[src/rtl/assert_macros.svh]
// Assertion macros shared by the signature dedup table RTL.
`ifndef ASSERT_MACROS_SVH
`define ASSERT_MACROS_SVH

// Same-cycle implication, sampled on clk, off while rst_n is low.
`define SDT_ASSERT_IMPLIES(lbl, ante, cons) \
  lbl: assert property (@(posedge clk) disable iff (!rst_n) (ante) |-> (cons)) \
    else $error("assertion failed: same-cycle check");

// Next-cycle implication, sampled on clk, off while rst_n is low.
`define SDT_ASSERT_NEXT(lbl, ante, cons) \
  lbl: assert property (@(posedge clk) disable iff (!rst_n) (ante) |=> (cons)) \
    else $error("assertion failed: next-cycle check");

`endif

[src/rtl/sdt_pkg.sv]
// Package: constants and payload types of the signature dedup table.
`timescale 1ns / 1ps
`default_nettype none
package sdt_pkg;

  localparam int ENTRIES_C    = 32;
  localparam int MAX_PARAMS_C = 8;
  localparam int ID_BITS_C    = 22;

  localparam int FIELD_W = 22;
  localparam int CNT_W   = 4;

  typedef struct packed {
    logic               is_entry;
    logic [FIELD_W-1:0] ret_id;
    logic [CNT_W-1:0]   param_count;
    logic [FIELD_W-1:0] param0;
    logic [FIELD_W-1:0] param1;
    logic [FIELD_W-1:0] param2;
    logic [FIELD_W-1:0] param3;
    logic [FIELD_W-1:0] param4;
    logic [FIELD_W-1:0] param5;
    logic [FIELD_W-1:0] param6;
    logic [FIELD_W-1:0] param7;
  } sdt_in_t;

  typedef struct packed {
    logic [FIELD_W-1:0] type_id;
    logic               emit_decl;
    logic               not_stored;
    logic               id_exhausted;
  } sdt_out_t;

  typedef struct packed {
    logic shift;
    logic occupied;
  } sdt_cell_ctrl_t;

  typedef enum logic [2:0] {
    ST_IDLE = 3'b001,
    ST_CMP  = 3'b010,
    ST_RES  = 3'b100
  } sdt_state_t;

endpackage
`default_nettype wire

[src/rtl/sdt_cell.sv]
// One table cell: holds one stored signature, compares it, shifts it on insert.
`timescale 1ns / 1ps
`default_nettype none
module sdt_cell
  import sdt_pkg::*;
#(
  parameter int MAX_PARAMS = MAX_PARAMS_C,
  parameter int ID_BITS    = ID_BITS_C
) (
  input  logic                                  clk,
  input  logic                                  rst_n,
  input  sdt_cell_ctrl_t                        ctrl,
  input  logic [FIELD_W-1:0]                    q_ret,
  input  logic [CNT_W-1:0]                      q_cnt,
  input  logic [MAX_PARAMS-1:0][FIELD_W-1:0]    q_par,
  input  logic [FIELD_W-1:0]                    prev_ret,
  input  logic [CNT_W-1:0]                      prev_cnt,
  input  logic [MAX_PARAMS-1:0][FIELD_W-1:0]    prev_par,
  input  logic [ID_BITS-1:0]                    prev_id,
  output logic [FIELD_W-1:0]                    ent_ret,
  output logic [CNT_W-1:0]                      ent_cnt,
  output logic [MAX_PARAMS-1:0][FIELD_W-1:0]    ent_par,
  output logic [ID_BITS-1:0]                    ent_id,
  output logic                                  hit,
  output logic [ID_BITS-1:0]                    hit_id
);

  logic [FIELD_W-1:0]                 ret_r;
  logic [CNT_W-1:0]                   cnt_r;
  logic [MAX_PARAMS-1:0][FIELD_W-1:0] par_r;
  logic [ID_BITS-1:0]                 id_r;
  logic                               hit_r;
  logic [ID_BITS-1:0]                 hit_id_r;
  logic [MAX_PARAMS-1:0]              par_ok;
  logic                               match;

  always_ff @(posedge clk) begin
    if (ctrl.shift) begin
      ret_r <= prev_ret;
      cnt_r <= prev_cnt;
      par_r <= prev_par;
      id_r  <= prev_id;
    end
  end

  always_comb begin
    for (int j = 0; j < MAX_PARAMS; j++) begin
      par_ok[j] = (CNT_W'(j) >= cnt_r) || (par_r[j] == q_par[j]);
    end
    match = ctrl.occupied && (ret_r == q_ret) && (cnt_r == q_cnt) && (&par_ok);
  end

  always_ff @(posedge clk) begin
    if (!rst_n) begin
      hit_r <= 1'b0;
    end else begin
      hit_r <= match;
    end
  end

  always_ff @(posedge clk) begin
    hit_id_r <= match ? id_r : '0;
  end

  assign ent_ret = ret_r;
  assign ent_cnt = cnt_r;
  assign ent_par = par_r;
  assign ent_id  = id_r;
  assign hit     = hit_r;
  assign hit_id  = hit_id_r;

endmodule
`default_nettype wire

[config.mk]
export PLATFORM = sky130hd
export DESIGN_NAME = sdt_cell
export DESIGN_NICKNAME = d
export VERILOG_FILES = /design/src/rtl/assert_macros.svh /design/src/rtl/sdt_pkg.sv /design/src/rtl/sdt_cell.sv
export SDC_FILE = /design/constraint.sdc
export NUM_CORES = 1
export LEC_CHECK = 0
export ABC_CLOCK_PERIOD_IN_PS = 2000
export BUFFER_PORTS_ARGS = -buffer_cell sky130_fd_sc_hd__buf_2
export CORE_AREA = 2 2 264 266
export DETAILED_ROUTE_END_ITERATION = 8
export DIE_AREA = 0 0 266 268
export GPL_TIMING_DRIVEN = 0
export SLEW_MARGIN = 20
export SYNTH_ARGS = -nofsm -noshare
export SYNTH_HDL_FRONTEND = slang
export SYNTH_SLANG_ARGS = --single-unit
[constraint.sdc]
create_clock -name clk -period 2 [get_ports clk]
set_input_delay 0.4 -clock clk [delete_from_list [all_inputs] [get_ports clk]]
set_output_delay 0.4 -clock clk [all_outputs]
set_load 0.01 [all_outputs]
# == After elaboration in Yosys (flattened, before gate mapping) ==
# Cells that the tools add are included.
# totals
n_memories,0
latch_bits,0
out_inout_bits,247
regBits,247
mem_bits_rw,0
rom_bits,0
word_cells,43
inputBits,430
# classes
shifts,0
multipliers,0
n_eq_ne,10
div_mod_pow,0
bitwise_logic,0
n_reduce_logical,12
addsub,0
magnitude_cmp,8
n_mux,0
# ops
op,count
$eq 22x22->1,9
$ge 3x4->1 const A,4
$ge 1x4->1 const A,2
$ge 2x4->1 const A,2
$logic_or 1x1->1,8
$reduce_and 8->1,1
$eq 4x4->1,1
$logic_and 1x1->1,3

# == Longest topological paths before layout ==
# Gate-level depths: netlist of the first run.
# depth
word_depth,4
depth_mapped,8
ltp_nobuf,6

# == Worst setup path after synthesis of the first run ==
# Ideal clock, no wire load.
# synth_timing
path_kind,reg-to-reg
startpoint,"register cnt_r[1], in the netlist ent_cnt[1]"
endpoint,"register hit_id_r[10], in the netlist hit_id[10]"
required_ns,1.924
arrival_time_ns,2.075
period_less_slack_ns,2.151
n_path_buf,2
setup_time_ns,0.076
path_stages_with_launch,9
setup_slack_ns,-0.151
path_cell_list,edfxtp_1 -> buf_6 -> xnor2_2 -> nand4_1 -> or4_4 -> nor4_4 -> buf_6 -> nand4_1 -> nor3_2
# synth_via
elab_chain_cells,4
elab_cells_between_ends,20
classes_between,8 x order compare; 1 x eq/ne; 11 x reduce/logical
# synth_rtl
item,line_no,rtl
"start, declared",sdt_cell.sv:29,logic [CNT_W-1:0] cnt_r;
"start signal, assigned",sdt_cell.sv:40,cnt_r <= prev_cnt;
"$ge 1x4->1, or another cell as far along",sdt_cell.sv:48,par_ok[j] = (CNT_W'(j) >= cnt_r) || (par_r[j] == q_par[j]);
$logic_or 1x1->1,sdt_cell.sv:48,
$reduce_and 8->1,sdt_cell.sv:50,match = ctrl.occupied && (ret_r == q_ret) && (cnt_r == q_cnt) && (&par_ok);
$logic_and 1x1->1 (*),sdt_cell.sv:50,
"end signal, assigned",sdt_cell.sv:62,hit_id_r <= match ? id_r : '0;
"end, declared",sdt_cell.sv:33,logic [ID_BITS-1:0] hit_id_r;
# Every way passes the cells marked *; elsewhere a longest branch is shown, timed or not.
# A chain may end at the register's enable or synchronous reset.

# == Worst setup path in the final report of the first run ==
# layout_timing
startpoint,"register cnt_r[1], in the netlist ent_cnt[1]"
endpoint,"register hit_id_r[9], in the netlist hit_id[9]"
# Same word-level chain as after synthesis.

==> results.txt, run 1 <==
----------------------------------------------------
[Run status]
  Run status ... finished, violations left
  Failing checks ... setup timing

[Synth]
  Distinct cell type count of the synthesized netlist ... 27
  Warnings from Yosys ... 0
  Top-count cell post-synth ... sky130_fd_sc_hd__edfxtp_1
  Fraction of post-synthesis cell area in the top cell type by area ... between 60% and 70%
  Syn Area/Cell ... 17.0 um2
  Share of synthesized area occupied by flip-flops and latches ... just over 70%
  Most area-consuming cells after synthesis ... sky130_fd_sc_hd__edfxtp_1, sky130_fd_sc_hd__xor2_1, sky130_fd_sc_hd__xnor2_1
  Post-synthesis instance area ... 9980 um2
  Cell taking the most area after synthesis ... sky130_fd_sc_hd__edfxtp_1
  Commonest cells post-synth ... sky130_fd_sc_hd__edfxtp_1, sky130_fd_sc_hd__xor2_1, sky130_fd_sc_hd__xnor2_1
  Count of flip-flops with a built-in enable after synthesis ... 224
  Cell count after synthesis ... 586
  Synthesis-stage register bit count ... roughly 250
  Number of nets produced by synthesis ... 1,016
  Fraction of synthesis flops using an asynchronous set or reset pin ... 0%
  Dominant register cell in the synthesized netlist ... sky130_fd_sc_hd__edfxtp_1

[Hold path]
  Worst min-delay path endpoint ... ent_id[1]$_DFFE_PP_
  Depth of the worst hold-timing path ... 1
  Source of the worst hold timing path ... prev_id[1]
  Type of the most critical hold path ... input port to flop

[Placed design]
  Count of placed standard cells including taps ... 2,149
  Port buffer count ... 676
  Routability cong. ... 0.967
  HPWL after DPL ... 32,300 um

[Floorplan]
  Die outline area ... a little over 70,000 um2
  Row cnt ... 96
  Boundary Pins ... approximately 680
  Core footprint ... approximately 68,000 um2
  Die W ... 266 um
  Effective utilization at floorplan ... 14.6%
  Die height ... 268 um

[Setup path]
  Data required time at the worst endpoint ... ~2.5 ns
  Most common cell on crit path ... sky130_fd_sc_hd__buf_6
  Buffers plus inverters on the worst setup path ... 3
  Slowest stage cell, crit path ... sky130_fd_sc_hd__or4_4
  Dominant delay contributor by cell family on the critical path ... simple AND/OR/NAND/NOR gates
  Endpoint of the worst register-to-register path ... hit_id[9]$_SDFF_PN0_
  CP cell instances ... buf_6 -> xnor2_2 -> nand4_1 -> or4_4 -> nor4_4 -> buf_6 -> buf_6 -> nand4_1 -> nor3_4
  Nature of the critical path startpoint ... flop
  Slowest cell delay on critical path ... 0.49 ns
  Reg-to-Reg Start ... ent_cnt[1]$_DFFE_PP_
  Worst setup slack for register-to-register paths ... -0.34 ns
  Max Fanout on Critical Path ... 10
  Category of the critical setup timing path ... flop to flop
  Cell count of the worst reg-to-reg path ... 9
  CP arrival ... 2.83 ns
  Sort of element at the end of the critical path ... flop

[GRT]
  Total congestion overflow after global routing ... 0
  Number of antenna violations at the first check in global routing ... 8
  Via count of the first global-routing pass ... roughly 9,600
  Gr usage total ... between 10% and 20%
  First-pass GRT wire length ... 57,000 um
  Maximum number of pins on one net before global-route repair ... 101

[Timing]
  Fin Clk Skew ... 0.0198 ns
  Max frequency ... 0.427 GHz
  Number of pins exceeding their max-slew limit in the final report ... 0
  RSZ-0062 raised after global routing ... yes
  Crit share post-route ... 117%
  Fin worst setup slack ... -0.343 ns
  Relative max-transition margin ... 56.9%
  Final-report hold violation count ... 0
  Shortest period the worst path allows ... about 2.3 ns
  Setup Viol. Count Final ... 23
  Slew @ Worst Pin ... 0.647 ns

[Final layout]
  Cell Count, Final, Fillers Out ... 2,439
  Layout cells sized above 1 ... 52.2%
  Net count of the finished layout ... 1,963
  Syn-to-layout area delta ... 81.4%

[Run]
  Maxcap violations ... 0

[Clock network]
  Clock Pin Slew Worst Setup and Hold Paths ... 0.06 ns
  Clock latency on the worst-skew pair ... 0.57 ns
  Number of buffers created by CTS ... 28
  Clock root buffer ... sky130_fd_sc_hd__clkbuf_16
  Level count of the clock H-tree ... 1
  Clock tree from TritonCTS ... done
  Longest Clk Path Bufs ... 3
  Total clock sinks ... 247

[Pwr]
  Worst IR drop on VDD ... roughly 560 uV
  Ratio of total power to cell area ... 758 nW/um2
  Overall power consumption ... 13,700 uW
  Total leakage power ... 0.00753 uW

[Drt]
  Number of optimization iterations in the first detailed-route pass ... 4
  Post-detailed-route wirelength per cell ... roughly 17 um
  Via count ... 8,866
  DRC violation count after routing ... 0
  Antenna Violating Nets Remaining ... 0
  Average via count per standard cell ... 3.64
  First DRT Iteration DRCs ... 392
  Total routed wirelength ... 41,800 um

----------------------------------------------------
[cell families after synthesis]
family,after synthesis,share of synthesized area [%]
buf+inv,13,1.27
compound gates,9,0.777
flops,247,72.0
xor+xnor,202,17.9
simple gates,115,8.06
[cell usage in the layout (no fill, tap or decap), types with 4 or more instances in the layout]
cell / synthesis / final
sky130_fd_sc_hd__clkinv_1: 0 / 6
sky130_fd_sc_hd__nor3_2: 20 / 20
sky130_fd_sc_hd__dfxtp_1: 23 / 23
sky130_fd_sc_hd__buf_6: 3 / 8
sky130_fd_sc_hd__nand3_1: 5 / 4
sky130_fd_sc_hd__nor4_2: 0 / 16
sky130_fd_sc_hd__clkinv_2: 0 / 5
sky130_fd_sc_hd__nand4_1: 45 / 45
sky130_fd_sc_hd__edfxtp_1: 224 / 224
sky130_fd_sc_hd__clkbuf_16: 0 / 30
sky130_fd_sc_hd__dlygate4sd3_1: 0 / 213
sky130_fd_sc_hd__clkbuf_1: 4 / 5
sky130_fd_sc_hd__buf_2: 2 / 677
sky130_fd_sc_hd__buf_4: 0 / 18
sky130_fd_sc_hd__nor4_4: 1 / 5
sky130_fd_sc_hd__buf_8: 2 / 7
sky130_fd_sc_hd__xnor2_1: 76 / 75
sky130_fd_sc_hd__nor4_1: 37 / 17
sky130_fd_sc_hd__xor2_1: 124 / 124
[routing by layer]
layer	track usage, %	up-vias	routed length [um]
met5	0	-	35
met4	4.52	6	1690
met3	3.10	78	3340
met2	19.6	504	21000
met1	11.6	4154	15700
li1	-	4124	-
[stage by stage]
step	utilization [%]	setup slack (ns)	TNS (ns)	cell area [um2]	hold WS [ns]
2_1_floorplan	-	0.000472	0	9990	0.499
3_3_place_gp	21.2	-2.49	-596.25	14500	0.541
3_5_place_dp	21.4	-1.46	-30.33	14600	0.538
4_1_cts	26.3	-0.426	-7.74	17900	0.00263
5_1_grt	26.5	-0.482	-9.69	18100	0.0000973
6_report	26.5	-0.343	-6.41	18100	0.0334
[flip-flops by register name, indices dropped and copies added (netlist names)]
signal   cells
hit_id      22
ent_id      22
ent_cnt      4
ent_par    176
ent_ret     22
hit          1
[where the power goes]
part | leakage (uW) | total [uW] | switching [uW] | internal, uW
registers | 0.00238 | 6360 | 298 | 6070
clock network | 0.000449 | 5140 | 2060 | 3080
logic | 0.00470 | 2230 | 1060 | 1170
total | 0.00753 | 13700 | 3410 | 10300
[layout make-up]
cell class	instances	area (um2)
plain buffers	13	153
clock inverters	15	145
repair buffers	917	5820
fillers	7004	50100
clock buffers	36	772
well taps	882	1100
flip-flops and latches	247	7190
multi-input cells	326	2910
diodes	3	7.51
[worst max-delay path by stage]
stage,startpoint,end,cells past startpoint
final,ent_cnt[1]$_DFFE_PP_,hit_id[9]$_SDFF_PN0_,9
after CTS,ent_par[175]$_DFFE_PP_,hit_id[8]$_SDFF_PN0_,8
after global routing,ent_par[171]$_DFFE_PP_,hit_id[1]$_SDFF_PN0_,9
after floorplan,ent_par[86]$_DFFE_PP_,hit_id[10]$_SDFF_PN0_,7
after detailed placement,q_par[41],hit_id[8]$_SDFF_PN0_,8
after global placement,ctrl[1],ent_id[9]$_DFFE_PP_,1
[worst register-to-register path, cell delays in order, from the launching register on]
cell and delay [ns]:
sky130_fd_sc_hd__edfxtp_1 0.42, sky130_fd_sc_hd__buf_6 0.19, sky130_fd_sc_hd__xnor2_2 0.13, sky130_fd_sc_hd__nand4_1 0.12, sky130_fd_sc_hd__or4_4 0.49, sky130_fd_sc_hd__nor4_4 0.24, sky130_fd_sc_hd__buf_6 0.18, sky130_fd_sc_hd__buf_6 0.15
sky130_fd_sc_hd__nand4_1 0.16, sky130_fd_sc_hd__nor3_4 0.20
[timing repair]
action | 4_1_cts | 5_1_grt
pin swaps | 21 | 23
setup endpoints to repair | 23 | 23
hold buffers | 212 | 1
buffers inserted | 11 | 10
hold endpoints to repair | 212 | 1
gates cloned | 2 | 0
resized for setup | 39 | 12
(Power assumes the default switching activity.)
==> inputs of run 2 (changes only) <==
Settings changed: ABC_CLOCK_PERIOD_IN_PS 2000 to 2800, BUFFER_PORTS_ARGS -buffer_cell sky130_fd_sc_hd__buf_2 to not set, CORE_AREA 2 2 264 266 to 2 2 266 268, DIE_AREA 0 0 266 268 to 0 0 268 270, DONT_BUFFER_PORTS set to 1.
Clock period 2 ns to 2.8 ns, I/O delays scaled along.
==> results.txt, run 2 (synthesis gave the netlist of run 1 again) <==
----------------------------------------------------
[Drt]
  Total routed wirelength ... approximately 36,000 um
  Post-detailed-route wirelength per cell ... roughly 23 um
  Via count ... 5,575
  Number of optimization iterations in the first detailed-route pass ... 7
  Antenna Violating Nets Remaining ... 0
  First DRT Iteration DRCs ... 395
  Average via count per standard cell ... between 3 and 4
  DRC violation count after routing ... 0

[Setup path]
  CP arrival ... about 3.1 ns
  Reg-to-Reg Start ... ent_par[47]$_DFFE_PP_
  Max Fanout on Critical Path ... 10
  Slowest stage cell, crit path ... sky130_fd_sc_hd__nor4_1
  Nature of the critical path startpoint ... flop
  Endpoint of the worst register-to-register path ... hit_id[8]$_SDFF_PN0_
  Category of the critical setup timing path ... flop to flop
  Slowest cell delay on critical path ... 0.52 ns
  Cell count of the worst reg-to-reg path ... 8
  Sort of element at the end of the critical path ... flop
  Worst setup slack for register-to-register paths ... 0.18 ns
  Critical Path Start ... ent_par[47]$_DFFE_PP_
  Data required time at the worst endpoint ... 3.28 ns
  CP cell instances ... xor2_1 -> nor4_1 -> nand4_1 -> buf_4 -> nor4_4 -> nor4_2 -> buf_2 -> nor3_2
  Worst setup path endpoint ... hit_id[8]$_SDFF_PN0_

[Timing]
  Max frequency ... 0.382 GHz
  Fin Clk Skew ... 0.0169 ns
  RSZ-0062 raised after global routing ... no
  Crit share post-route ... between 90 and 100%
  Worst hold-check slack ... 0.0721 ns
  Relative max-transition margin ... 52.6%
  Number of pins exceeding their max-slew limit in the final report ... 0
  Final-report hold violation count ... 0
  TNS Setup ... 0 ns
  Fin worst setup slack ... 0.184 ns
  Setup Viol. Count Final ... 0
  Shortest period the worst path allows ... roughly 2.6 ns
  Slew @ Worst Pin ... ~0.7 ns

[Run]
  Maxcap violations ... 0

[Pwr]
  Share of power burned in the clock network ... 42.2%
  Cell-internal power ... 6880 uW
  Net switching fraction of the power ... 24.3%
  Switching pwr ... 2200 uW
  Total leakage power ... between 0.003 and 0.004 uW
  Ratio of total power to cell area ... 734 nW/um2
  Comb pwr share ... between 5 and 6%
  Sequential power share ... 52.5%
  Worst IR drop on VDD ... around 400 uV

[Final layout]
  Commonest non-fill, non-tap cell in the layout ... sky130_fd_sc_hd__edfxtp_1
  Final core occ ... 17.8%
  Commonest cells after routing, fill and taps aside ... sky130_fd_sc_hd__edfxtp_1, sky130_fd_sc_hd__xor2_1, sky130_fd_sc_hd__xnor2_1
  Syn-to-layout area delta ... 24.0%
  Net count of the finished layout ... approximately 1,100
  Layout cells sized above 1 ... 16.2%
  Flip-flop count of the largest register, all copies and words added ... 176
  Fill cell total of the finished layout ... about 7,500

[Floorplan]
  Die height ... 270 um
  Row cnt ... 97
  Boundary Pins ... 677
  Die W ... 268 um
  Core footprint ... approximately 70,000 um2
  Die outline area ... 72,400 um2
  Effective utilization at floorplan ... 14.4%

[Placed design]
  Port buffer count ... 0
  Worst setup slack before clock tree synthesis ... -1.32 ns
  Routability cong. ... 0.921
  HPWL after DPL ... 29,500 um

[GRT]
  Maximum number of pins on one net before global-route repair ... 225
  Gr usage total ... a little under a tenth
  First-pass GRT wire length ... roughly 47,000 um
  Via count of the first global-routing pass ... about 5,800
  Number of antenna violations at the first check in global routing ... 14
  Total congestion overflow after global routing ... 0

[Clock network]
  Clock tree from TritonCTS ... done
  Level count of the clock H-tree ... 1
  Total of hold buffers inserted after clock tree synthesis ... 0
  Clock latency on the worst-skew pair ... 0.58 ns
  Number of buffers created by CTS ... 29
  Total clock sinks ... 247
  Clock Pin Slew Worst Setup and Hold Paths ... ~0.06 ns
  Longest Clk Path Bufs ... 3
  Clock root buffer ... sky130_fd_sc_hd__clkbuf_16

[Run status]
  Run status ... finished clean

[Hold path]
  Type of the most critical hold path ... input port to flop

----------------------------------------------------
run 2: cell count changes in the layout (fill, tap and decap cells not counted), moves of 3 or more:
cell | previous run | this run
sky130_fd_sc_hd__buf_8 | 7 | 2
sky130_fd_sc_hd__buf_4 | 18 | 3
sky130_fd_sc_hd__nor4_2 | 16 | 6
sky130_fd_sc_hd__nor4_1 | 17 | 24
sky130_fd_sc_hd__dlygate4sd3_1 | 213 | 0
sky130_fd_sc_hd__buf_6 | 8 | 3
sky130_fd_sc_hd__clkbuf_8 | 3 | 0
sky130_fd_sc_hd__clkinv_1 | 6 | 1
sky130_fd_sc_hd__nor4_4 | 5 | 8
sky130_fd_sc_hd__buf_2 | 677 | 2
sky130_fd_sc_hd__clkbuf_1 | 5 | 9
run 2: worst max-delay path, delay by kind of cell (launching register included):
kind,cells,cell delay (ns)
xor+xnor,1,0.19
buf+inv,2,0.44
flops,1,0.51
simple gates,5,1.38
run 2: how the worst min path moves through the flow:
stage                              start  cells after the start  slack [ns]                     end
floorplan            ent_id[0]$_DFFE_PP_                      2        0.59    hit_id[0]$_SDFF_PN0_
global placement    ent_id[21]$_DFFE_PP_                      2        0.63   hit_id[21]$_SDFF_PN0_
detailed placement  ent_id[16]$_DFFE_PP_                      2        0.64   hit_id[16]$_SDFF_PN0_
CTS                        prev_par[158]                      0        0.02  ent_par[158]$_DFFE_PP_
global route                prev_par[48]                      0        0.02   ent_par[48]$_DFFE_PP_
finish                      prev_par[48]                      0        0.07   ent_par[48]$_DFFE_PP_
run 2: metal layers:
layer	up-vias	GRT usage, %	part of all wire (%)	routed length, um
li1	2295	-	-	-
met1	2749	10.0	35	12800
met2	431	15.6	48	17400
met3	80	4.55	12	4350
met4	20	3.85	4.2	1500
met5	-	0	0.36	130
run 2: repair_timing:
| action | 4_1_cts | 5_1_grt |
|---|---|---|
| setup endpoints to repair | 23 | 21 |
| buffers inserted | 4 | 1 |
| cloned | 0 | 0 |
| gates resized for setup | 22 | 5 |
| pin swaps | 4 | 1 |
run 2: layout make-up:
type	count	area [um2]	area share, %
Multi-Input combinational cell	326	2850	23.0
Antenna cell	3	7.51	0.0607
Timing Repair Buffer	5	62.6	0.506
Clock buffer	40	810	6.54
Buffer	13	131	1.06
Tap cell	940	1180	9.50
Sequential cell	247	7190	58.1
Clock inverter	12	150	1.21
run 2: stage by stage:
stage	cell area, um2	std cells	total power (uW)
CTS	12300	1582	9260
floorplan	9980	586	5040
global route	12400	1584	9430
global placement	11200	1526	5280
detailed placement	11200	1526	5290
finish	12400	1586	9080
run 2: power groups by stage:
stage	Combinational, uW	Sequential (uW)	Clock (uW)
6_report	484	4770	3830
5_1_grt	535	4790	4110
4_1_cts	485	4770	4000
3_5_place_dp	447	4840	0
3_3_place_gp	439	4840	0
2_1_floorplan	338	4700	0
